==> config.mk <==
export PLATFORM = sky130hd
export DESIGN_NAME = ffbe_filter
export DESIGN_NICKNAME = d
export VERILOG_FILES = /design/src/rtl/core/ffbe_pkg.sv /design/src/rtl/core/ffbe_filter.sv
export SDC_FILE = /design/constraint.sdc
export NUM_CORES = 2
export LEC_CHECK = 0
export ABC_AREA = 1
export BUFFER_PORTS_ARGS = -buffer_cell sky130_fd_sc_hd__buf_2
export CAP_MARGIN = 20
export CORE_ASPECT_RATIO = 1.2
export CORE_MARGIN = 2
export CORE_UTILIZATION = 45
export DETAILED_ROUTE_END_ITERATION = 16
export PLACE_DENSITY = 0.64
export RECOVER_POWER = 50
export SLEW_MARGIN = 10
export SYNTH_ARGS = -nofsm -noshare
export SYNTH_HDL_FRONTEND = slang
export SYNTH_MEMORY_MAX_BITS = 65536
export SYNTH_SLANG_ARGS = --single-unit
==> constraint.sdc <==
create_clock -name aclk -period 4.1 [get_ports aclk]
set_input_delay 0.41 -clock aclk [delete_from_list [all_inputs] [get_ports aclk]]
set_output_delay 0.41 -clock aclk [all_outputs]
set_load 0.02 [all_outputs]
==> src/rtl/core/ffbe_pkg.sv <==
// Shared constants, codes and types of the fire field blur engine.
package ffbe_pkg;

    localparam int LINE_W     = 256;
    localparam int FIELD_SIZE = 65536;
    localparam int ADDR_W     = $clog2(FIELD_SIZE);
    localparam int PIX_W      = 8;
    localparam int WIN_LEN    = 2 * LINE_W + 1;
    localparam int SUM_W      = PIX_W + 2;
    localparam int CFG_IDX_W  = 2;
    localparam int OP_W       = 2;

    localparam logic [ADDR_W-1:0] ADDR_LAST       = ADDR_W'(FIELD_SIZE - 1);
    localparam logic [ADDR_W-1:0] LINE_OFS        = ADDR_W'(LINE_W);
    localparam logic [ADDR_W-1:0] TWO_LINE_OFS    = ADDR_W'(2 * LINE_W);
    localparam logic [ADDR_W-1:0] BLUR_EMIT_FIRST = ADDR_W'(2 * LINE_W + 1);
    localparam logic [ADDR_W-1:0] BLUR_RD_LAST    = ADDR_W'(FIELD_SIZE - LINE_W);
    localparam logic [ADDR_W-1:0] DARK_RD_FIRST   = ADDR_W'(LINE_W);

    // Operation codes carried on the input kind field.
    localparam logic [OP_W-1:0] OP_WRITE = 2'd0;
    localparam logic [OP_W-1:0] OP_READ  = 2'd1;
    localparam logic [OP_W-1:0] OP_STEP  = 2'd2;

    // Configuration register indexes.
    localparam logic [CFG_IDX_W-1:0] REG_BLUR    = 2'd0;
    localparam logic [CFG_IDX_W-1:0] REG_DARK    = 2'd1;
    localparam logic [CFG_IDX_W-1:0] REG_CONVECT = 2'd2;

    typedef struct packed {
        logic blur;
        logic dark;
        logic convect;
    } ffbe_cfg_t;

    typedef struct packed {
        logic              shift;
        logic              emit;
        logic              blur_mode;
        logic              dark;
        logic [ADDR_W-1:0] tag;
    } ffbe_unit_ctl_t;

    typedef struct packed {
        logic              valid;
        logic [ADDR_W-1:0] addr;
        logic [PIX_W-1:0]  data;
        logic              busy;
    } ffbe_unit_out_t;

    typedef struct packed {
        logic [PIX_W-1:0] read_value;
        logic             step_done;
    } ffbe_resp_t;

    typedef enum logic [7:0] {
        ST_CLEAR  = 8'b0000_0001,
        ST_IDLE   = 8'b0000_0010,
        ST_RDWAIT = 8'b0000_0100,
        ST_BLUR   = 8'b0000_1000,
        ST_DARK   = 8'b0001_0000,
        ST_DRAIN  = 8'b0010_0000,
        ST_COPY   = 8'b0100_0000,
        ST_RESP   = 8'b1000_0000
    } ffbe_state_t;

endpackage

==> src/rtl/core/ffbe_filter.sv <==
// Shared pixel unit: a raster window of two lines plus one pixel, and the blur and darken arithmetic.
module ffbe_filter
    import ffbe_pkg::*;
(
    input  logic             aclk,
    input  logic             aresetn,
    input  ffbe_unit_ctl_t   ctl,
    input  logic [PIX_W-1:0] din,
    output ffbe_unit_out_t   uo
);

    // Tap k holds the pixel read k beats before the newest one.
    logic [PIX_W-1:0]  win_reg [WIN_LEN];
    logic              emit2_reg;
    logic              blur2_reg;
    logic              dark2_reg;
    logic [ADDR_W-1:0] tag2_reg;
    logic              out_valid_reg;
    logic [ADDR_W-1:0] out_addr_reg;
    logic [PIX_W-1:0]  out_data_reg;

    logic [SUM_W-1:0]  sum;
    logic [PIX_W:0]    mix;
    logic [PIX_W-1:0]  base;
    logic [PIX_W-1:0]  result;

    always_ff @(posedge aclk) begin
        if (ctl.shift) begin
            win_reg[0] <= din;
            for (int i = 1; i < WIN_LEN; i++) begin
                win_reg[i] <= win_reg[i-1];
            end
        end
    end

    always_ff @(posedge aclk) begin
        if (!aresetn) begin
            emit2_reg     <= 1'b0;
            out_valid_reg <= 1'b0;
        end else begin
            emit2_reg     <= ctl.shift & ctl.emit;
            out_valid_reg <= emit2_reg;
        end
    end

    always_ff @(posedge aclk) begin
        tag2_reg     <= ctl.tag;
        blur2_reg    <= ctl.blur_mode;
        dark2_reg    <= ctl.dark;
        out_addr_reg <= tag2_reg;
        out_data_reg <= result;
    end

    // The window centre sits one line behind the newest tap.
    always_comb begin
        sum = SUM_W'(win_reg[LINE_W-1]) + SUM_W'(win_reg[LINE_W+1])
            + SUM_W'(win_reg[2*LINE_W]) + SUM_W'(win_reg[0]);
        mix = (PIX_W+1)'(sum[SUM_W-1:2]) + (PIX_W+1)'(win_reg[LINE_W]);
        base = blur2_reg ? mix[PIX_W:1] : win_reg[0];
        if (dark2_reg && (base != '0)) begin
            result = base - PIX_W'(1);
        end else begin
            result = base;
        end
    end

    assign uo.valid = out_valid_reg;
    assign uo.addr  = out_addr_reg;
    assign uo.data  = out_data_reg;
    assign uo.busy  = emit2_reg | out_valid_reg;

endmodule

* Yosys cells after proc, flatten, opt, wreduce, memory -nomap -nowiden
Memory sizes are Yosys's and may differ from the RTL's. Index checks and enable logic that the tools add are counted.
Cells by class: bitwise logic cells 2, magnitude comparators 0, divide/modulo/power cells 0, reduce and logical (&&, ||, !) cells 2, equal/unequal tests 0, multipliers 0, add/subtract/negate cells 5, shift operators 0, muxes and demuxes 4
Operators by type and width (count):
- $add A8 B8 Y9 | 2
- $mux W8 | 2
- $add A10 B8 Y10 | 1
- $add A9 B8 Y10 | 1
- $reduce_bool A8 Y1 | 1
- $sub A8 B1 Y8 const B | 1
- $mux W1 | 2
- $and A1 B1 Y1 | 1
- $logic_and A1 B1 Y1 | 1
- $or A1 B1 Y1 | 1
Storage, ports and cells: memory bits (writable) 4104, output and inout port bits 26, ROM bits 0, memories 1, bits in latches 0, register bits after elaboration 44
Memories:
- win_reg | words 513, bits a word 8, rd ports 513, clocked after memory_dff 0, wr ports 513, line ffbe_filter.sv:13 | logic [PIX_W-1:0] win_reg [WIN_LEN];

* Longest topological paths before layout
word-level depth 8, gate-level depth with buffers 26

* Worst setup path before layout
No wires, ideal clock.
kind register -> register, start memory win_reg[0][1], end register out_data_reg[7], slack 0.090 ns, data arrival time 3.898 ns, cell stages (with the launch flop) 22, library setup time 0.112 ns, buffers on the path 0, cells stage by stage edfxtp_1 inv_1 fa_1 inv_1 fa_1 nand3b_1 fa_1 o21ai_0 a21o_1 a21oi_1 xor2_1 inv_1 ha_1 a21oi_2 or2_1 nand3_1 a21oi_2 nand3_2 nor2_2 nor2_4 nand2_1 nand2_1
RTL lines:
- start: declaration | line ffbe_filter.sv:13
- end signal: assignment | line ffbe_filter.sv:51 | out_data_reg <= result;
- end: declaration | line ffbe_filter.sv:20 | logic [PIX_W-1:0] out_data_reg;

==> summary.md <==
| Metric | Value |
|---|---|
| Routed Antenna Nets | 0 |
| Period utilization | 101% |
| Crit path max-delay family | adder cells |
| Netlist Area Pre-Place | 126000 sq um |
| Number of buffers added on ports | 55 |
| Pre-CTS setup slack | -0.264 ns |
| Max-slew headroom | -98.7% |
| Final core utilization | between 50 and 60% |
| RSZ-0062 raised after global routing | true |
| Worst r2r src | win_reg[0][2057] |
| Setup crit end kind | flip-flop |
| Core Region | about 280000 sq um |
| # nets final | roughly 5100 |
| H-tree depth | 5 |
| GRT Total Usage | 10.6% |
| TritonCTS Buffers | just under 400 |
| DIE AREA | between 200000 and 300000 sq um |
| Clock Sinks | about 4100 |
| Layout cells sized above 1 | between 10 and 15% |
| Die Width | 487 um |
| Ports | 56 |
| Initial Utilization | a little under half |
| Static leakage | just under 50 nW |
| Design Area, Final | between 100000 and 150000 sq um |
| Root Driver | clkbuf_16 |
| Crit. Startpoint | win_reg[0][2057] |
| Pwr per Cell Area | between 600 and 700 nW/um^2 |
| Routed wire per std cell | around 17 um |
| Clock-pin slew on the worst setup and hold paths | around 0.06 ns |
| Critical path required time | 4.91 ns |
| Insertion delay to the later sink of the worst-skew pair | 0.88 ns |
| Vias in the first global route | a little over 40000 |
| Failing checks | max-capacitance violations, max-slew violations, negative setup slack |
| Worst-path fanout max | 7 |
| Routed vias | roughly 42000 |
| Hold Violations, Final | 0 |
| Worst reg2reg path endpoint | out_data_reg[2] |
| Max reg flops | 4104 |
| Max VDD drop | roughly 0.00035 V |
| Row count | about 210 |
| Min Tclk post-route | between 4 and 5 ns |
| Vias/cell | about 4.7 |
| Grt ovf | 0 |
| Synthesized area per cell | around 28 sq um |
| Area growth syn-to-layout | 15.1% |
| GP Congestion | ~0.73 |
| Final WL | between 150 and 200 mm |
| Max Fclk | 242 MHz |
| Cell count after synthesis | about 4400 |
| Arrival time at the worst endpoint | 4.95 ns |
| First-pass GRT wire length | 241 mm |
| CTS tree | yes |
| Most common cell after layout, fill and taps aside | edfxtp_1 |
| Most frequent cells in the layout | edfxtp_1 (4104), clkbuf_16 (395), buf_4 (96) |
| Critical path's slowest cell | fa_1 |
| Area after DPL | around 130000 sq um |
| CP bufs+invs | 4 |
| Max Root-Sink Buffers | 4 |
| Slew Viols, Final | 64 |
| Worst min-delay path startpoint | ctl[6] |
| Setup_tns | -0.220 ns |
| Final Worst Setup Slack | -0.0401 ns |
| R2r worst-path depth | 23 |
| Actual slew at the worst max-slew pin | between 2 and 3 ns |
| Max Clock Skew | 0.0611 ns |
| Max-cap violations | 1 |
| DRC | 0 |
| WHS Path Cells | 2 |
| Status | finished with violations |
| Iter 0 DRT Violations | approximately 4000 |
| Worst Setup Start Kind | flip-flop |
| # fillers | just over 20000 |
| Post-Layout Cell Count | 8973 |
| Kind of critical path | reg2reg |
| Hold EP | tag2_reg[6] |
| Pre-antenna DRT Iters | 5 |
| Crit path depth | 23 |
| Setup violations, final | 8 |
| Mapped Nets | between 4000 and 5000 |
| Initial antenna violation count | 7 |
| Critical path's largest stage delay | around 0.55 ns |
| Ys Warns | 0 |
| CP Cell Sequence | inv_2 -> fa_1 -> inv_2 -> fa_1 -> nand3b_1 -> fa_2 -> o21ai_2 -> a21o_1 -> a21oi_2 -> buf_4 -> inv_2 -> a21oi_2 -> o21bai_1 -> ha_1 -> nand2_1 -> nor2_1 -> nand3_1 -> nand3_2 -> a21oi_2 -> nand3_2 -> o21ai_4 -> nand2_1 -> nand2_1 |
| Flops & latches, synth | around 4100 |
| R2R Setup Slk | -0.04 ns |
| Post-synth cell types | 34 |
| Largest net degree at the start of global routing | about 190 |
| Cells after DPL | 8231 |
| Worst hold path type | in2reg |
| Final HPWL DP | approximately 69 mm |
| Die Y-Extent | between 500 and 600 um |
| Sequential element share of the synthesized area | 98.6% |
[cells by family (layout without fill, tap and decap cells)]
logic type	after synthesis	after routing	share of synthesized area (%)
compound gates	18	18	0.0935
fa+ha+maj	34	34	0.440
buf+inv	83	994	0.258
flops	4148	4148	98.6
xor+xnor	10	10	0.0696
simple gates	129	129	0.490
other cells	0	2	0
[worst max path at each step]
stage                                  to  slack (ns)
after floorplan           out_data_reg[7]        0.09
after global placement    out_data_reg[7]       -0.21
after detailed placement  out_data_reg[1]       -0.26
after CTS                 out_data_reg[1]       -0.08
after global routing      out_data_reg[2]       -0.29
final                     out_data_reg[2]       -0.04
[per-stage QoR]
step | total power [W] | hold WS, ns
5_1_grt | 0.0910 | 0.114
3_5_place_dp | 0.0534 | 0.312
3_3_place_gp | 0.0533 | 0.310
2_1_floorplan | 0.0515 | 0.310
4_1_cts | 0.0889 | 0.0384
6_report | 0.0876 | 0.173
[worst reg2reg max path, delay by kind of cell, from the launching register on]
family	cells	cell delay (ns)
and+or+nand+nor	8	0.79
buffers and inverters	4	0.28
AOI/OAI and AO/OA	7	0.95
DFF	1	0.36
adders and majority gates	4	1.70
[power by group]
group | switching (W) | total (W) | leakage, nW | internal, W
registers | 0.000758 | 0.0501 | 40.5 | 0.0493
logic | 0.00178 | 0.00264 | 2.17 | 0.000864
clock network | 0.0147 | 0.0349 | 6.10 | 0.0202
total | 0.0173 | 0.0876 | 48.8 | 0.0703
[what timing repair did]
action / in CTS / in global routing
pin swaps: 29 / 30
setup endpoints to repair: 8 / 8
setup buffers: 6 / 4
hold endpoints to repair: 28 / 0
resized for setup: 20 / 17
hold buffers: 28 / 0
[per-layer routing]
layer  global-route usage (%)  part of all wire, %  vias to the layer above
met1                     17.5                   53                    22113
met3                     2.50                  4.5                      302
met4                     3.37                  2.3                        2
met2                     13.7                   41                      704
met5                        0                0.010                        -
li1                         -                    -                    19014
[layout make-up]
class	instances	area, sq um	share of cell area (%)
Sequential cell	4148	124000	85.7
Clock buffer	473	10200	7.05
Tap cell	3638	4550	3.14
Clock inverter	229	2240	1.55
Timing Repair Buffer	212	1860	1.29
Multi-Input combinational cell	191	1500	1.04
Inverter	80	300	0.207
Antenna cell	2	5.00	0.00346
[Yosys cell counts]
cell type	number	area share, %
nor2_4	2	0.018
or2_4	1	0.0070
a21o_1	1	0.0060
nand3_1	16	0.064
or2_2	1	0.0050
inv_2	4	0.012
a21oi_2	3	0.021
buf_2	1	0.0040
nor2_2	3	0.015
o21bai_1	1	0.0060
or2_1	1	0.0050
nand2_2	6	0.030
nand3b_2	1	0.0089
nand2_1	81	0.24
dfxtp_1	44	0.70
buf_4	1	0.0060
a21oi_1	7	0.028
nor2_1	8	0.024
nand3_2	4	0.032
nand3b_1	1	0.0060
nand2_4	1	0.0089
inv_1	76	0.23
xor2_1	6	0.042
nand3b_4	1	0.016
edfxtp_1	4104	98
o21ai_0	3	0.012
ha_1	17	0.17
o21ai_4	1	0.013
buf_6	1	0.0089
o21ai_1	2	0.0080
xnor2_1	4	0.028
and3_1	1	0.0050
nand4_1	1	0.0050
fa_1	17	0.27
(Power assumes the default switching activity.)
