File: src/rtl/core/ffbe_pkg.sv
// Shared constants, codes and types of the fire field blur engine.
package ffbe_pkg;

    localparam int LINE_W     = 256;
    localparam int FIELD_SIZE = 65536;
    localparam int ADDR_W     = $clog2(FIELD_SIZE);
    localparam int PIX_W      = 8;
    localparam int WIN_LEN    = 2 * LINE_W + 1;
    localparam int SUM_W      = PIX_W + 2;
    localparam int CFG_IDX_W  = 2;
    localparam int OP_W       = 2;

    localparam logic [ADDR_W-1:0] ADDR_LAST       = ADDR_W'(FIELD_SIZE - 1);
    localparam logic [ADDR_W-1:0] LINE_OFS        = ADDR_W'(LINE_W);
    localparam logic [ADDR_W-1:0] TWO_LINE_OFS    = ADDR_W'(2 * LINE_W);
    localparam logic [ADDR_W-1:0] BLUR_EMIT_FIRST = ADDR_W'(2 * LINE_W + 1);
    localparam logic [ADDR_W-1:0] BLUR_RD_LAST    = ADDR_W'(FIELD_SIZE - LINE_W);
    localparam logic [ADDR_W-1:0] DARK_RD_FIRST   = ADDR_W'(LINE_W);

    // Operation codes carried on the input kind field.
    localparam logic [OP_W-1:0] OP_WRITE = 2'd0;
    localparam logic [OP_W-1:0] OP_READ  = 2'd1;
    localparam logic [OP_W-1:0] OP_STEP  = 2'd2;

    // Configuration register indexes.
    localparam logic [CFG_IDX_W-1:0] REG_BLUR    = 2'd0;
    localparam logic [CFG_IDX_W-1:0] REG_DARK    = 2'd1;
    localparam logic [CFG_IDX_W-1:0] REG_CONVECT = 2'd2;

    typedef struct packed {
        logic blur;
        logic dark;
        logic convect;
    } ffbe_cfg_t;

    typedef struct packed {
        logic              shift;
        logic              emit;
        logic              blur_mode;
        logic              dark;
        logic [ADDR_W-1:0] tag;
    } ffbe_unit_ctl_t;

    typedef struct packed {
        logic              valid;
        logic [ADDR_W-1:0] addr;
        logic [PIX_W-1:0]  data;
        logic              busy;
    } ffbe_unit_out_t;

    typedef struct packed {
        logic [PIX_W-1:0] read_value;
        logic             step_done;
    } ffbe_resp_t;

    typedef enum logic [7:0] {
        ST_CLEAR  = 8'b0000_0001,
        ST_IDLE   = 8'b0000_0010,
        ST_RDWAIT = 8'b0000_0100,
        ST_BLUR   = 8'b0000_1000,
        ST_DARK   = 8'b0001_0000,
        ST_DRAIN  = 8'b0010_0000,
        ST_COPY   = 8'b0100_0000,
        ST_RESP   = 8'b1000_0000
    } ffbe_state_t;

endpackage

File: src/rtl/core/ffbe_seq.sv
// Sequencer: clearing sweep, pixel access, blur, darken and copy passes.
module ffbe_seq
    import ffbe_pkg::*;
(
    input  logic              aclk,
    input  logic              aresetn,
    input  ffbe_cfg_t         cfg,
    input  logic              in_valid,
    output logic              in_ready,
    input  logic [OP_W-1:0]   in_op,
    input  logic [ADDR_W-1:0] in_addr,
    input  logic [PIX_W-1:0]  in_value,
    output logic              resp_valid,
    input  logic              resp_free,
    output ffbe_resp_t        resp,
    output logic              f_we,
    output logic [ADDR_W-1:0] f_waddr,
    output logic [PIX_W-1:0]  f_wdata,
    output logic [ADDR_W-1:0] f_raddr,
    input  logic [PIX_W-1:0]  f_rdata,
    output logic              w_we,
    output logic [ADDR_W-1:0] w_waddr,
    output logic [PIX_W-1:0]  w_wdata,
    output logic [ADDR_W-1:0] w_raddr,
    input  logic [PIX_W-1:0]  w_rdata,
    output ffbe_unit_ctl_t    ctl,
    input  ffbe_unit_out_t    uo
);

    ffbe_state_t       state_reg, state_next;
    logic [ADDR_W-1:0] cnt_reg, cnt_next;
    logic              rd_pend_reg, rd_pend_next;
    logic              emit1_reg, emit1_next;
    logic [ADDR_W-1:0] tag1_reg, tag1_next;
    logic              cp_pend_reg, cp_pend_next;
    logic [ADDR_W-1:0] cp_addr_reg, cp_addr_next;
    ffbe_resp_t        resp_reg, resp_next;
    logic              accept;

    assign in_ready   = (state_reg == ST_IDLE);
    assign accept     = in_valid & in_ready;
    assign resp_valid = (state_reg == ST_RESP);
    assign resp       = resp_reg;

    always_comb begin
        state_next   = state_reg;
        cnt_next     = cnt_reg;
        rd_pend_next = 1'b0;
        emit1_next   = 1'b0;
        tag1_next    = tag1_reg;
        cp_pend_next = 1'b0;
        cp_addr_next = cp_addr_reg;
        resp_next    = resp_reg;
        unique case (state_reg)
            ST_CLEAR: begin
                cnt_next = cnt_reg + ADDR_W'(1);
                if (cnt_reg == ADDR_LAST) begin
                    state_next = ST_IDLE;
                end
            end
            ST_IDLE: begin
                if (accept) begin
                    resp_next = '0;
                    unique case (in_op)
                        OP_WRITE: state_next = ST_RESP;
                        OP_READ:  state_next = ST_RDWAIT;
                        OP_STEP: begin
                            resp_next.step_done = 1'b1;
                            if (cfg.blur) begin
                                cnt_next   = '0;
                                state_next = ST_BLUR;
                            end else begin
                                cnt_next   = DARK_RD_FIRST;
                                state_next = ST_DARK;
                            end
                        end
                        default: state_next = ST_RESP;
                    endcase
                end
            end
            ST_RDWAIT: begin
                resp_next.read_value = f_rdata;
                state_next           = ST_RESP;
            end
            ST_BLUR: begin
                rd_pend_next = 1'b1;
                emit1_next   = (cnt_reg >= BLUR_EMIT_FIRST);
                tag1_next    = cnt_reg - (cfg.convect ? TWO_LINE_OFS : LINE_OFS);
                cnt_next     = cnt_reg + ADDR_W'(1);
                if (cnt_reg == BLUR_RD_LAST) begin
                    state_next = ST_DRAIN;
                end
            end
            ST_DARK: begin
                rd_pend_next = 1'b1;
                emit1_next   = 1'b1;
                tag1_next    = cnt_reg - (cfg.convect ? LINE_OFS : '0);
                cnt_next     = cnt_reg + ADDR_W'(1);
                if (cnt_reg == ADDR_LAST) begin
                    state_next = ST_DRAIN;
                end
            end
            ST_DRAIN: begin
                if (!rd_pend_reg && !uo.busy) begin
                    cnt_next   = '0;
                    state_next = cfg.blur ? ST_COPY : ST_RESP;
                end
            end
            ST_COPY: begin
                cp_pend_next = 1'b1;
                cp_addr_next = cnt_reg;
                cnt_next     = cnt_reg + ADDR_W'(1);
                if (cnt_reg == ADDR_LAST) begin
                    state_next = ST_RESP;
                end
            end
            ST_RESP: begin
                if (resp_free) begin
                    state_next = ST_IDLE;
                end
            end
            default: state_next = ST_IDLE;
        endcase
    end

    always_ff @(posedge aclk) begin
        if (!aresetn) begin
            state_reg   <= ST_CLEAR;
            cnt_reg     <= '0;
            rd_pend_reg <= 1'b0;
            emit1_reg   <= 1'b0;
            cp_pend_reg <= 1'b0;
        end else begin
            state_reg   <= state_next;
            cnt_reg     <= cnt_next;
            rd_pend_reg <= rd_pend_next;
            emit1_reg   <= emit1_next;
            cp_pend_reg <= cp_pend_next;
        end
    end

    always_ff @(posedge aclk) begin
        tag1_reg    <= tag1_next;
        cp_addr_reg <= cp_addr_next;
        resp_reg    <= resp_next;
    end

    // Field write port: only one source is ever active at a time.
    always_comb begin
        f_we    = 1'b0;
        f_waddr = cnt_reg;
        f_wdata = '0;
        priority if (state_reg == ST_CLEAR) begin
            f_we = 1'b1;
        end else if (cp_pend_reg) begin
            f_we    = 1'b1;
            f_waddr = cp_addr_reg;
            f_wdata = w_rdata;
        end else if (uo.valid && !cfg.blur) begin
            f_we    = 1'b1;
            f_waddr = uo.addr;
            f_wdata = uo.data;
        end else if (accept && (in_op == OP_WRITE)) begin
            f_we    = 1'b1;
            f_waddr = in_addr;
            f_wdata = in_value;
        end else begin
            f_we = 1'b0;
        end
    end

    always_comb begin
        w_we    = 1'b0;
        w_waddr = cnt_reg;
        w_wdata = '0;
        priority if (state_reg == ST_CLEAR) begin
            w_we = 1'b1;
        end else if (uo.valid && cfg.blur) begin
            w_we    = 1'b1;
            w_waddr = uo.addr;
            w_wdata = uo.data;
        end else begin
            w_we = 1'b0;
        end
    end

    assign f_raddr = (state_reg == ST_IDLE) ? in_addr : cnt_reg;
    assign w_raddr = cnt_reg;

    assign ctl.shift     = rd_pend_reg;
    assign ctl.emit      = emit1_reg;
    assign ctl.blur_mode = cfg.blur;
    assign ctl.dark      = cfg.dark;
    assign ctl.tag       = tag1_reg;

endmodule

File: config.mk
export PLATFORM = sky130hd
export DESIGN_NAME = ffbe_seq
export DESIGN_NICKNAME = d
export VERILOG_FILES = /design/src/rtl/core/ffbe_pkg.sv /design/src/rtl/core/ffbe_seq.sv
export SDC_FILE = /design/constraint.sdc
export NUM_CORES = 1
export LEC_CHECK = 0
export ABC_CLOCK_PERIOD_IN_PS = 4500
export BUFFER_PORTS_ARGS = -buffer_cell sky130_fd_sc_hd__buf_2
export CAP_MARGIN = 40
export CORE_ASPECT_RATIO = 1.1
export CORE_MARGIN = 5
export CORE_UTILIZATION = 50
export DETAILED_ROUTE_END_ITERATION = 7
export HOLD_SLACK_MARGIN = 0.12
export MAX_ROUTING_LAYER = met4
export PLACE_DENSITY = 0.91
export SYNTH_ARGS = -nofsm -noshare
export SYNTH_HDL_FRONTEND = slang
export SYNTH_SLANG_ARGS = --single-unit
export TNS_END_PERCENT = 20
File: constraint.sdc
create_clock -name aclk -period 4.5 [get_ports aclk]
set_clock_uncertainty 0.05 [all_clocks]
set_input_delay 0.9 -clock aclk [delete_from_list [all_inputs] [get_ports aclk]]
set_output_delay 0.9 -clock aclk [all_outputs]
set_load 0.02 [all_outputs]
# Yosys cells after proc, flatten, opt, wreduce, memory -nomap -nowiden
# Index checks and enable logic that the tools add are counted.
[totals] regBits=68 wordCells=95
[op_classes] addsub=3 magnitude_cmp=1 n_eq_ne=20 n_mux=44 n_bitwise=1 reduce_logical=17
[ops] cell="16-bit two-way mux" count=10
[ops] cell="8-bit two-way mux" count=14
[ops] cell="8-bit case mux with 8 select lines" count=1
[ops] cell="16-bit case mux with 3 select lines" count=1
[ops] cell="16-bit equality test (second input constant)" count=2
[ops] cell="16-bit case mux with 2 select lines" count=1
[ops] cell="8-bit case mux with 2 select lines" count=2
[ops] cell="9-bit two-way mux" count=3
[ops] cell="16-bit by 1-bit adder with 16-bit output (second input constant)" count=1
[ops] cell="16-bit by 10-bit greater-or-equal comparator with 1-bit output (second input constant)" count=1
[ops] cell="16-bit by 10-bit subtractor with 16-bit output" count=1
[ops] cell="16-bit by 9-bit subtractor with 16-bit output" count=1
[ops] cell="10-bit two-way mux" count=1
[ops] cell="2-bit inequality test (second input constant)" count=5
[ops] cell="1-bit two-way mux" count=9
[ops] cell="8-bit by 1-bit equality test with 1-bit output (second input constant)" count=1
[ops] cell="8-bit by 2-bit equality test with 1-bit output (second input constant)" count=1
[ops] cell="8-bit by 3-bit equality test with 1-bit output (second input constant)" count=1
[ops] cell="8-bit by 4-bit equality test with 1-bit output (second input constant)" count=1
[ops] cell="8-bit by 5-bit equality test with 1-bit output (second input constant)" count=1
[ops] cell="8-bit by 6-bit equality test with 1-bit output (second input constant)" count=1
[ops] cell="8-bit by 7-bit equality test with 1-bit output (second input constant)" count=1
[ops] cell="8-bit equality test (second input constant)" count=1
[ops] cell="7-bit AND reduction" count=1
[ops] cell="other kinds (15)" count=24

# Depth between registers and ports, before layout
# Gate-level depths: netlist of the first run.
[logic_depth] depth_word=7 mapped_depth=11 mapped_depth_nobuf=9

# Worst setup path before layout of the first run
# Ideal clock, no wire load.
[synth_path] path_type="input to output" start="in uo[25] (netlist name)" end="out f_waddr[10]" t_arrival_ns=2.325 path_slack_ns=1.225 stages=5 path_buffers=2 path_cell_list="nor2b_1 -> buf_2 -> buf_2 -> a221oi_2 -> o31ai_2"
[synth_via] elab_chain_cells=4
[synth_rtl] element="start, declared" line="ffbe_seq.sv:27" source="input ffbe_unit_out_t uo"
[synth_rtl] element="1-bit logical AND" line="ffbe_seq.sv:159" source="end else if (uo.valid && !cfg.blur) begin"
[synth_rtl] element="16-bit two-way mux" line="ffbe_seq.sv:159"
[synth_rtl] element="16-bit two-way mux" line="ffbe_seq.sv:155" source="end else if (cp_pend_reg) begin"
[synth_rtl] element="16-bit two-way mux" line="ffbe_seq.sv:153" source="priority if (state_reg == ST_CLEAR) begin"
[synth_rtl] element="end, declared" line="ffbe_seq.sv:17" source="output logic [ADDR_W-1:0] f_waddr,"
# No other way between the ends.

# Worst setup path in the final report of the first run
[layout_path] start="reg state_reg[4]" end="out f_waddr[4]"
[layout_via] elab_chain_cells=7 elab_cells_between_ends=8 classes_between="eq/ne: 2; mux: 4; bitwise: 1; reduce/logical: 1"
[layout_rtl] element="start, declared" line="ffbe_seq.sv:30" source="ffbe_state_t state_reg, state_next;"
[layout_rtl] element="start signal, assigned" line="ffbe_seq.sv:134" source="state_reg <= state_next;"
[layout_rtl] element="8-bit by 2-bit equality test with 1-bit output" line="ffbe_seq.sv:40" source="assign in_ready = (state_reg == ST_IDLE);"
[layout_rtl] element="1-bit bitwise AND" line="ffbe_seq.sv:41" source="assign accept = in_valid & in_ready;"
[layout_rtl] element="1-bit logical AND" line="ffbe_seq.sv:163" source="end else if (accept && (in_op == OP_WRITE)) begin"
[layout_rtl] element="16-bit two-way mux" line="ffbe_seq.sv:163"
[layout_rtl] element="16-bit two-way mux" line="ffbe_seq.sv:159"
[layout_rtl] element="16-bit two-way mux" line="ffbe_seq.sv:155"
[layout_rtl] element="16-bit two-way mux *" line="ffbe_seq.sv:153"
# Mark *: on every way between the ends. The rest lies on a longest branch, timed or not.

==> impl_metrics.tcl, run 1 <==
set metrics [dict create \
    design_area_um2 5782 \
    worst_pin_slew_ns 0.8376 \
    place_inst 762 \
    worstHoldStart "state_reg[5]$_SDFFE_PN0P_" \
    num_rows 37 \
    first_global_vias 4534 \
    timing.rr.start "w_raddr[0]$_SDFFE_PN0P_" \
    rr_worst_depth 7 \
    outcome "complete, no violations" \
    cts_hold_buf 0 \
    syn_nets 592 \
    yosysTopAreaCellShare 0.2603 \
    ys_ff_latch 68 \
    yosys_warnings 0 \
    place_congestion 0.9396 \
    critPathMaxFanout 27 \
    p_per_area_nw_per_um2 297.4 \
    met1_length_um 5401 \
    fin_util 0.6214 \
    stdcell_count 778 \
    postCtsSetupBuffers 0 \
    synthTopCellsByArea "edfxtp_1 26%, dfxtp_1 11%, nand2_1 6.8%" \
    route.met2.wl_um 7223 \
    core_area_um2 9305 \
    clock_path_buffers 2 \
    synth_top_area_cell "edfxtp_1" \
    highest_layer "met4" \
    slew_headroom 0.4410 \
    clkLatencyLatePin_ns 0.35 \
    dieArea_um2 11510 \
    routed_wl_um 14510 \
    synthToLayoutAreaGrowth_pct 22.25 \
    hpwlAfterDp_um 11180 \
    yosysUniqueCellTypes 73 \
    period_needed_ns 3.975 \
    clkTransAtPathRegs_ns 0.07 \
    leakage_nw 2.588 \
    dieWidth_um 102.7 \
    fin_setup_tns_ns 0 \
    worstSetupStartpointType "register" \
    wire_per_inst_um 18.66 \
    syn_area_um2 4730 \
    drc 0 \
    ctsRootBufferMaster "clkbuf_8" \
    r2r-end "state_reg[4]$_SDFFE_PN0P_" \
    routed-wl-met3_um 1315 \
    cts.sinks 68 \
    drt_iter0_drc 354 \
    grt_usage 0.2507 \
    cp-end-kind "output port" \
    synthCells 507 \
    hold_path.class "reg2reg" \
    ir_drop_mv 0.1621 \
    dpl_cell_area_um2 5578 \
    worstSetupPathType "reg2out" \
    io_buffers 185 \
    ant_nets 0 \
    cts_htree_levels 3 \
    cts_resized 0 \
    hold_viol 0 \
    drt_pre_antenna_iters 5 \
    ys_async_sr_fraction 0 \
    synth_edf_count 41 \
    finalSetupViolCount 0 \
    numCtsBuffers 9 \
    initial_core_util 0.5083 \
    hold_depth 2 \
    grt_pass1_wl_um 22430 \
    antenna_found_initial 0 \
    p_total_w 0.001719 \
    netlist_top_cells_count "86 x nand2_1, 41 x edfxtp_1, 35 x nor2_1" \
    antennaDiodeCount 0 \
    layout-drive-gt1-share 0.4054 \
    viasPerCell 5.911 \
    r2r_slack_ns 1.64 \
    rsz0062_at_grt "no" \
    fin_crit_sh 0.8834 \
    cp.arrival_ns 3.03 \
    yosysSeqAreaShare 0.3746 \
    grt_overflow_total 0 \
    required_ns 3.55 \
    startpoint "state_reg[4]$_SDFFE_PN0P_" \
    cts_tree "done" \
    fin_nets 741 \
    yosysMostFrequentCell "nand2_1" \
    die_y_um 112.0 \
    grt_max_degree 32 \
    vias 4599 \
    holdPathEnd "state_reg[5]$_SDFFE_PN0P_" \
    avgSynthCellArea_um2 9.328 \
    ys.flop_type "edfxtp_1" \
    final-max-slew-violation-count 0 \
    fmax_mhz 251.6 \
    cap_violations 0 \
    pin_count 188 \
]
## logic make-up (layout without fill, tap and decap cells)
| logic type | Yosys count | after routing | synth area share |
|---|---|---|---|
| AND/OR/NAND/NOR | 230 | 230 | 0.2770 |
| AO/OA/AOI/OAI | 98 | 98 | 0.1783 |
| buffers and inverters | 74 | 228 | 0.08545 |
| flip-flops | 68 | 68 | 0.3746 |
| XOR/XNOR | 14 | 14 | 0.02593 |
| multiplexers | 13 | 13 | 0.03069 |
| adder cells (fa/ha/maj) | 10 | 10 | 0.02804 |
## cell usage in the layout, fill, tap and decap left out, drive strengths merged, types with 9 or more instances in the layout
| master | instances |
|---|---|
| nand2 | 87 |
| o21ai | 21 |
| buf | 193 |
| inv | 21 |
| a221oi | 24 |
| edfxtp | 41 |
| nor3 | 9 |
| nor4 | 11 |
| nor2 | 38 |
| xnor2 | 9 |
| nor2b | 19 |
| mux2 | 12 |
| and2 | 21 |
| ha | 9 |
| clkbuf | 12 |
| dfxtp | 27 |
| nand3 | 12 |
| o31ai | 18 |
## power breakdown
part,internal (W),switching [W],total (W)
combinational,0.000179,0.000331,0.000509
clock,0.000265,0.000241,0.000506
sequential,0.000671,0.0000335,0.000704
total,0.00111,0.000605,0.00172
## critical path, cell delays in order, from the launching register on
cell and delay, ns:
dfxtp_1 0.40, or3_1 0.54, nor2_4 0.19, nand2_4 0.14
inv_4 0.26, nand3_4 0.16, nor2_8 0.32, a221oi_1 0.14
o31ai_1 0.30, buf_2 0.21
## layer usage
layer  global-route usage  vias up
met2               0.4134      274
met5                    -        -
li1                     -     2095
met4               0.1140        0
met1               0.2932     2172
met3              0.04511       58
## final cells by class
cell class                      instances  area (µm²)
Timing Repair Buffer                  193        1006
Multi-Input combinational cell        365        2579
Sequential cell                        68        1773
Tap cell                              117       146.4
Fill cell                             755        3523
Clock inverter                          4       27.53
Inverter                               19       73.82
Clock buffer                           12       176.4
## through the flow
stage,hold slack (ns),setup WS [ns]
after floorplan,0.3933,1.225
after global placement,0.4960,1.017
after detailed placement,0.5278,0.9075
after CTS,0.5389,0.5269
after global routing,0.5990,0.3627
final,0.5397,0.5248
## how the worst max path moves through the flow
stage | cells after the start | slack (ns) | endpoint
2_1_floorplan | 5 | 1.22 | f_waddr[10]
3_3_place_gp | 9 | 1.02 | f_waddr[12]
3_5_place_dp | 9 | 0.91 | f_waddr[4]
4_1_cts | 9 | 0.53 | f_waddr[4]
5_1_grt | 9 | 0.36 | f_waddr[1]
6_report | 9 | 0.52 | f_waddr[4]
No activity file was read; power rests on OpenSTA's default activity.
==> inputs of run 2 (changes only) <==
--- a/config.mk
+++ b/config.mk
@@ -13,7 +13,6 @@
 export CORE_UTILIZATION = 50
 export DETAILED_ROUTE_END_ITERATION = 7
 export HOLD_SLACK_MARGIN = 0.12
-export MAX_ROUTING_LAYER = met4
 export PLACE_DENSITY = 0.91
 export SYNTH_ARGS = -nofsm -noshare
 export SYNTH_HDL_FRONTEND = slang
==> impl_metrics.tcl, run 2 (same netlist as run 1, synthesis figures left out) <==
set metrics [dict create \
    pin_count 188 \
    fin_crit_sh 0.8876 \
    worstSetupPathType "reg2out" \
    worstSetupStartpointType "register" \
    core_area_um2 9305 \
    hold_viol 0 \
    timing.rr.start "state_reg[5]$_SDFFE_PN0P_" \
    worst_pin_slew_ns 0.9429 \
    dieArea_um2 11510 \
    drt_iter0_drc 359 \
    r2r-end "tag1_reg[13]$_DFFE_PP_" \
    rsz0062_at_grt "no" \
    first_global_vias 4561 \
    period_needed_ns 3.994 \
    mostFrequentLayoutCell "buf_2" \
    critPathMaxFanout 27 \
    vias 4510 \
    holdPathEnd "state_reg[4]$_SDFFE_PN0P_" \
    antennaDiodeCount 0 \
    fin_ws_ns 0.5057 \
    grt_max_degree 52 \
    hold_path.class "reg2reg" \
    drt_pre_antenna_iters 5 \
    initial_core_util 0.5083 \
    grt_usage 0.2418 \
    antenna_found_initial 0 \
    place_congestion 0.9577 \
    grt_pass1_wl_um 22260 \
    nFillCells 795 \
    dieWidth_um 102.7 \
    die_y_um 112.0 \
    fin_util 0.6130 \
    ctsRootBufferMaster "clkbuf_8" \
    cp-end-kind "output port" \
    hold_depth 2 \
    whs_ns 0.5338 \
    stdcell_count 776 \
    cap_violations 0 \
    cts_hold_buf 0 \
    fin_nets 739 \
    power_frac_comb 0.308 \
    rr_worst_depth 9 \
    required_ns 3.55 \
    leakage_nw 2.545 \
    worstHoldStart "state_reg[4]$_SDFFE_PN0P_" \
    cts_tree "done" \
    routed_wl_um 14070 \
    outcome "complete, no violations" \
    final_cell_mix "185 x buf_2, 86 x nand2_1, 41 x edfxtp_1" \
    ant_nets 0 \
    final-max-slew-violation-count 0 \
    post-place-ws_ns 0.8710 \
    hpwlAfterDp_um 10830 \
    fmax_mhz 250.4 \
    r2r_slack_ns 1.67 \
    layout-drive-gt1-share 0.4021 \
    cts_resized 0 \
    postCtsSetupBuffers 0 \
    io_buffers 185 \
    clock_path_buffers 2 \
    clkTransAtPathRegs_ns 0.06 \
    cts.sinks 68 \
    ir_drop_mv 0.1746 \
    switching_share 0.3616 \
    viasPerCell 5.812 \
    synthToLayoutAreaGrowth_pct 20.61 \
    numCtsBuffers 9 \
    clkLatencyLatePin_ns 0.35 \
    seq_power_share 0.431 \
    fin_setup_tns_ns 0 \
    p_per_area_nw_per_um2 286.9 \
    cts_htree_levels 3 \
    internal-power_w 0.001045 \
    wire_per_inst_um 18.14 \
    grt_overflow_total 0 \
    cp.arrival_ns 3.04 \
    finalSetupViolCount 0 \
    clock_power_share 0.261 \
    drc 0 \
    switching_power_w 0.0005918 \
    slew_headroom 0.3714 \
    num_rows 37 \
    place_inst 760 \
]
## run 2: worst max path at each step
stage,start,end,slack [ns],cells past startpoint
final,state_reg[4]$_SDFFE_PN0P_,f_waddr[12],0.51,9
after global routing,state_reg[4]$_SDFFE_PN0P_,f_waddr[12],0.33,9
after CTS,state_reg[4]$_SDFFE_PN0P_,f_waddr[12],0.49,9
after detailed placement,state_reg[4]$_SDFFE_PN0P_,f_waddr[12],0.87,9
after global placement,state_reg[4]$_SDFFE_PN0P_,f_waddr[12],0.91,9
after floorplan,uo[25],f_waddr[10],1.22,5
## run 2: layout make-up
cell class	count	area (µm²)	share of cell area
Inverter	19	73.82	0.01294
Tap cell	117	146.4	0.02566
Multi-Input combinational cell	365	2579	0.4521
Clock buffer	11	131.4	0.02303
Sequential cell	68	1773	0.3108
Timing Repair Buffer	191	970.9	0.1702
Clock inverter	5	30.03	0.005264
## run 2: metrics by stage
stage | instance area, µm² | total power (W)
after floorplan | 4730 | 0.001070
after global placement | 5543 | 0.001205
after detailed placement | 5543 | 0.001217
after CTS | 5704 | 0.001644
after global routing | 5704 | 0.001720
final | 5704 | 0.001636
## run 2: metal layers
metal | wire (µm) | track usage
met2 | 7048 | 0.4035
met5 | 0 | 0
met4 | 513 | 0.1244
met3 | 1295 | 0.05576
met1 | 5216 | 0.2855
## run 2: power by group through the flow
stage | Sequential, W | Clock [W] | Combinational (W)
floorplan | 0.000699 | 0 | 0.000370
global placement | 0.000717 | 0 | 0.000488
global route | 0.000709 | 0.000466 | 0.000544
finish | 0.000706 | 0.000427 | 0.000503
detailed placement | 0.000719 | 0 | 0.000499
CTS | 0.000705 | 0.000438 | 0.000502
## run 2: critical path, cell delays in order, from the launching register on
cell and delay, ns:
dfxtp_1 0.39, or3_1 0.54, nor2_4 0.19, nand2_4 0.14, inv_4 0.25, nand3_4 0.15, nor2_8 0.30, a221oi_2 0.11
o31ai_2 0.39, buf_2 0.24
==> inputs of run 3 (changes only) <==
--- a/config.mk
+++ b/config.mk
@@ -5,6 +5,7 @@
 export SDC_FILE = /design/constraint.sdc
 export NUM_CORES = 1
 export LEC_CHECK = 0
+export ABC_AREA = 1
 export ABC_CLOCK_PERIOD_IN_PS = 4500
 export BUFFER_PORTS_ARGS = -buffer_cell sky130_fd_sc_hd__buf_2
 export CAP_MARGIN = 40
@@ -13,7 +14,7 @@
 export CORE_UTILIZATION = 50
 export DETAILED_ROUTE_END_ITERATION = 7
 export HOLD_SLACK_MARGIN = 0.12
-export PLACE_DENSITY = 0.91
+export PLACE_DENSITY = 0.9
 export SYNTH_ARGS = -nofsm -noshare
 export SYNTH_HDL_FRONTEND = slang
 export SYNTH_SLANG_ARGS = --single-unit
==> impl_metrics.tcl, run 3 <==
set metrics [dict create \
    antennaDiodeCount 0 \
    clkTransAtPathRegs_ns 0.08 \
    pin_count 188 \
    syn_nets 778 \
    grt_overflow_total 0 \
    yosysUniqueCellTypes 40 \
    rsz0062_at_grt "no" \
    synthTopCellsByArea "edfxtp_1 25%, nand2_1 12%, dfxtp_1 11%" \
    slew_headroom 0.4382 \
    final-max-slew-violation-count 0 \
    leakage_nw 3.061 \
    grt_usage 0.2481 \
    ir_drop_mv 0.2317 \
    outcome "complete, no violations" \
    required_ns 3.55 \
    worstSetupStartpointType "register" \
    design_area_um2 6025 \
    synth_edf_count 41 \
    dieArea_um2 12060 \
    viasPerCell 5.392 \
    synth_top_area_cell "edfxtp_1" \
    cp-end-kind "output port" \
    drc 0 \
    cts_resized 0 \
    p_per_area_nw_per_um2 445.7 \
    fin_ws_ns 1.042 \
    yosys_warnings 0 \
    cap_violations 0 \
    fmax_mhz 289.2 \
    layout-drive-gt1-share 0.3329 \
    ant_nets 0 \
    grt_pass1_wl_um 24290 \
    first_global_vias 4961 \
    worst_pin_slew_ns 0.8417 \
    finalSetupViolCount 0 \
    initial_core_util 0.5087 \
    nFillCells 890 \
    ys_ff_latch 68 \
    postCtsSetupBuffers 0 \
    place_inst 954 \
    grt_max_degree 52 \
    hpwlAfterDp_um 11490 \
    yosysSeqAreaShare 0.3556 \
    post-place-ws_ns 1.215 \
    cts.sinks 68 \
    synthCells 693 \
    stdcell_count 970 \
    numCtsBuffers 9 \
    r2r_slack_ns 2.03 \
    yosysTopAreaCellShare 0.2471 \
    synthToLayoutAreaGrowth_pct 20.92 \
    clkLatencyLatePin_ns 0.35 \
    io_buffers 185 \
    fin_nets 930 \
    wire_per_inst_um 15.91 \
    ys_async_sr_fraction 0 \
    place_congestion 0.9087 \
    vias 5230 \
    final_cell_mix "186 x buf_2, 154 x nand2_1, 96 x nor2_1" \
    ys.flop_type "edfxtp_1" \
    cts_htree_levels 3 \
    ctsRootBufferMaster "clkbuf_8" \
    core_area_um2 9794 \
    dpl_cell_area_um2 5809 \
    drt_pre_antenna_iters 6 \
    critPathMaxFanout 30 \
    yosysMostFrequentCell "nand2_1" \
    netlist_top_cells_count "154 x nand2_1, 97 x nor2_1, 81 x inv_1" \
    routed_wl_um 15440 \
    num_rows 38 \
    cts_tree "done" \
    avgSynthCellArea_um2 7.189 \
    hold_viol 0 \
    die_y_um 114.7 \
    worstSetupPathType "reg2out" \
    hold_path.class "reg2reg" \
    fin_crit_sh 0.7684 \
    fin_setup_tns_ns 0 \
    cts_hold_buf 0 \
    drt_iter0_drc 513 \
    dieWidth_um 105.2 \
    antenna_found_initial 0 \
    mostFrequentLayoutCell "buf_2" \
    cp.arrival_ns 2.51 \
    p_total_w 0.002685 \
    syn_area_um2 4982 \
    clock_path_buffers 2 \
    period_needed_ns 3.458 \
]
==> run 3: stage by stage <==
| step | hold WS (ns) | util |
|---|---|---|
| 3_3_place_gp | 0.4933 | 0.5898 |
| 4_1_cts | 0.5136 | 0.6151 |
| 3_5_place_dp | 0.5037 | 0.5931 |
| 6_report | 0.5075 | 0.6151 |
| 5_1_grt | 0.5569 | 0.6151 |
| 2_1_floorplan | 0.3933 | - |
==> run 3: report_power, final <==
part	switching, W	internal, W	leakage (nW)
Clock	0.000246	0.000310	0.109
Sequential	0.0000663	0.000734	0.597
Combinational	0.000931	0.000397	2.35
==> run 3: cell families (layout without fill, tap and decap cells) <==
group	count (synthesis)	after routing	synth area share
compound gates	97	97	0.1158
fa+ha+maj	10	10	0.02662
xor+xnor	5	5	0.008789
buf+inv	140	297	0.1311
simple gates	373	373	0.3621
flops	68	68	0.3556
==> run 3: critical path, stage by stage, from the launching register on <==
cell	delay, ns
dfxtp_1	0.36
nor2_4	0.17
nand3_1	0.14
nor2_4	0.10
buf_4	0.28
inv_2	0.18
nand3_2	0.31
buf_16	0.22
nor2_1	0.06
a21oi_1	0.12
buf_2	0.18
==> run 3: cell type report <==
cell class / instances / area, µm² / share of cell area
Multi-Input combinational cell: 485 / 2565 / 0.4258
Sequential cell: 68 / 1772 / 0.2941
Timing Repair Buffer: 190 / 980.9 / 0.1628
Inverter: 91 / 341.6 / 0.05670
Tap cell: 120 / 150.1 / 0.02492
Clock buffer: 9 / 123.9 / 0.02056
Clock inverter: 7 / 91.34 / 0.01516
==> run 3: final timing paths <==
| path | to | depth (start not counted) | start |
|---|---|---|---|
| max reg2reg | tag1_reg[15]$_DFFE_PP_ | 11 | state_reg[1]$_SDFFE_PN0P_ |
| min | state_reg[3]$_SDFFE_PN0P_ | 2 | state_reg[3]$_SDFFE_PN0P_ |
| max | w_waddr[10] | 10 | state_reg[2]$_SDFFE_PN0P_ |
| min reg2reg | state_reg[3]$_SDFFE_PN0P_ | 2 | state_reg[3]$_SDFFE_PN0P_ |
==> run 3: per-layer routing <==
layer	share of wire	wire, µm	global-route usage	up-vias
li1	-	-	-	2520
met1	0.38	5914	0.2952	2398
met2	0.51	7902	0.4345	270
met3	0.081	1244	0.04794	42
met4	0.024	374	0.1100	0
met5	0	0	0	-
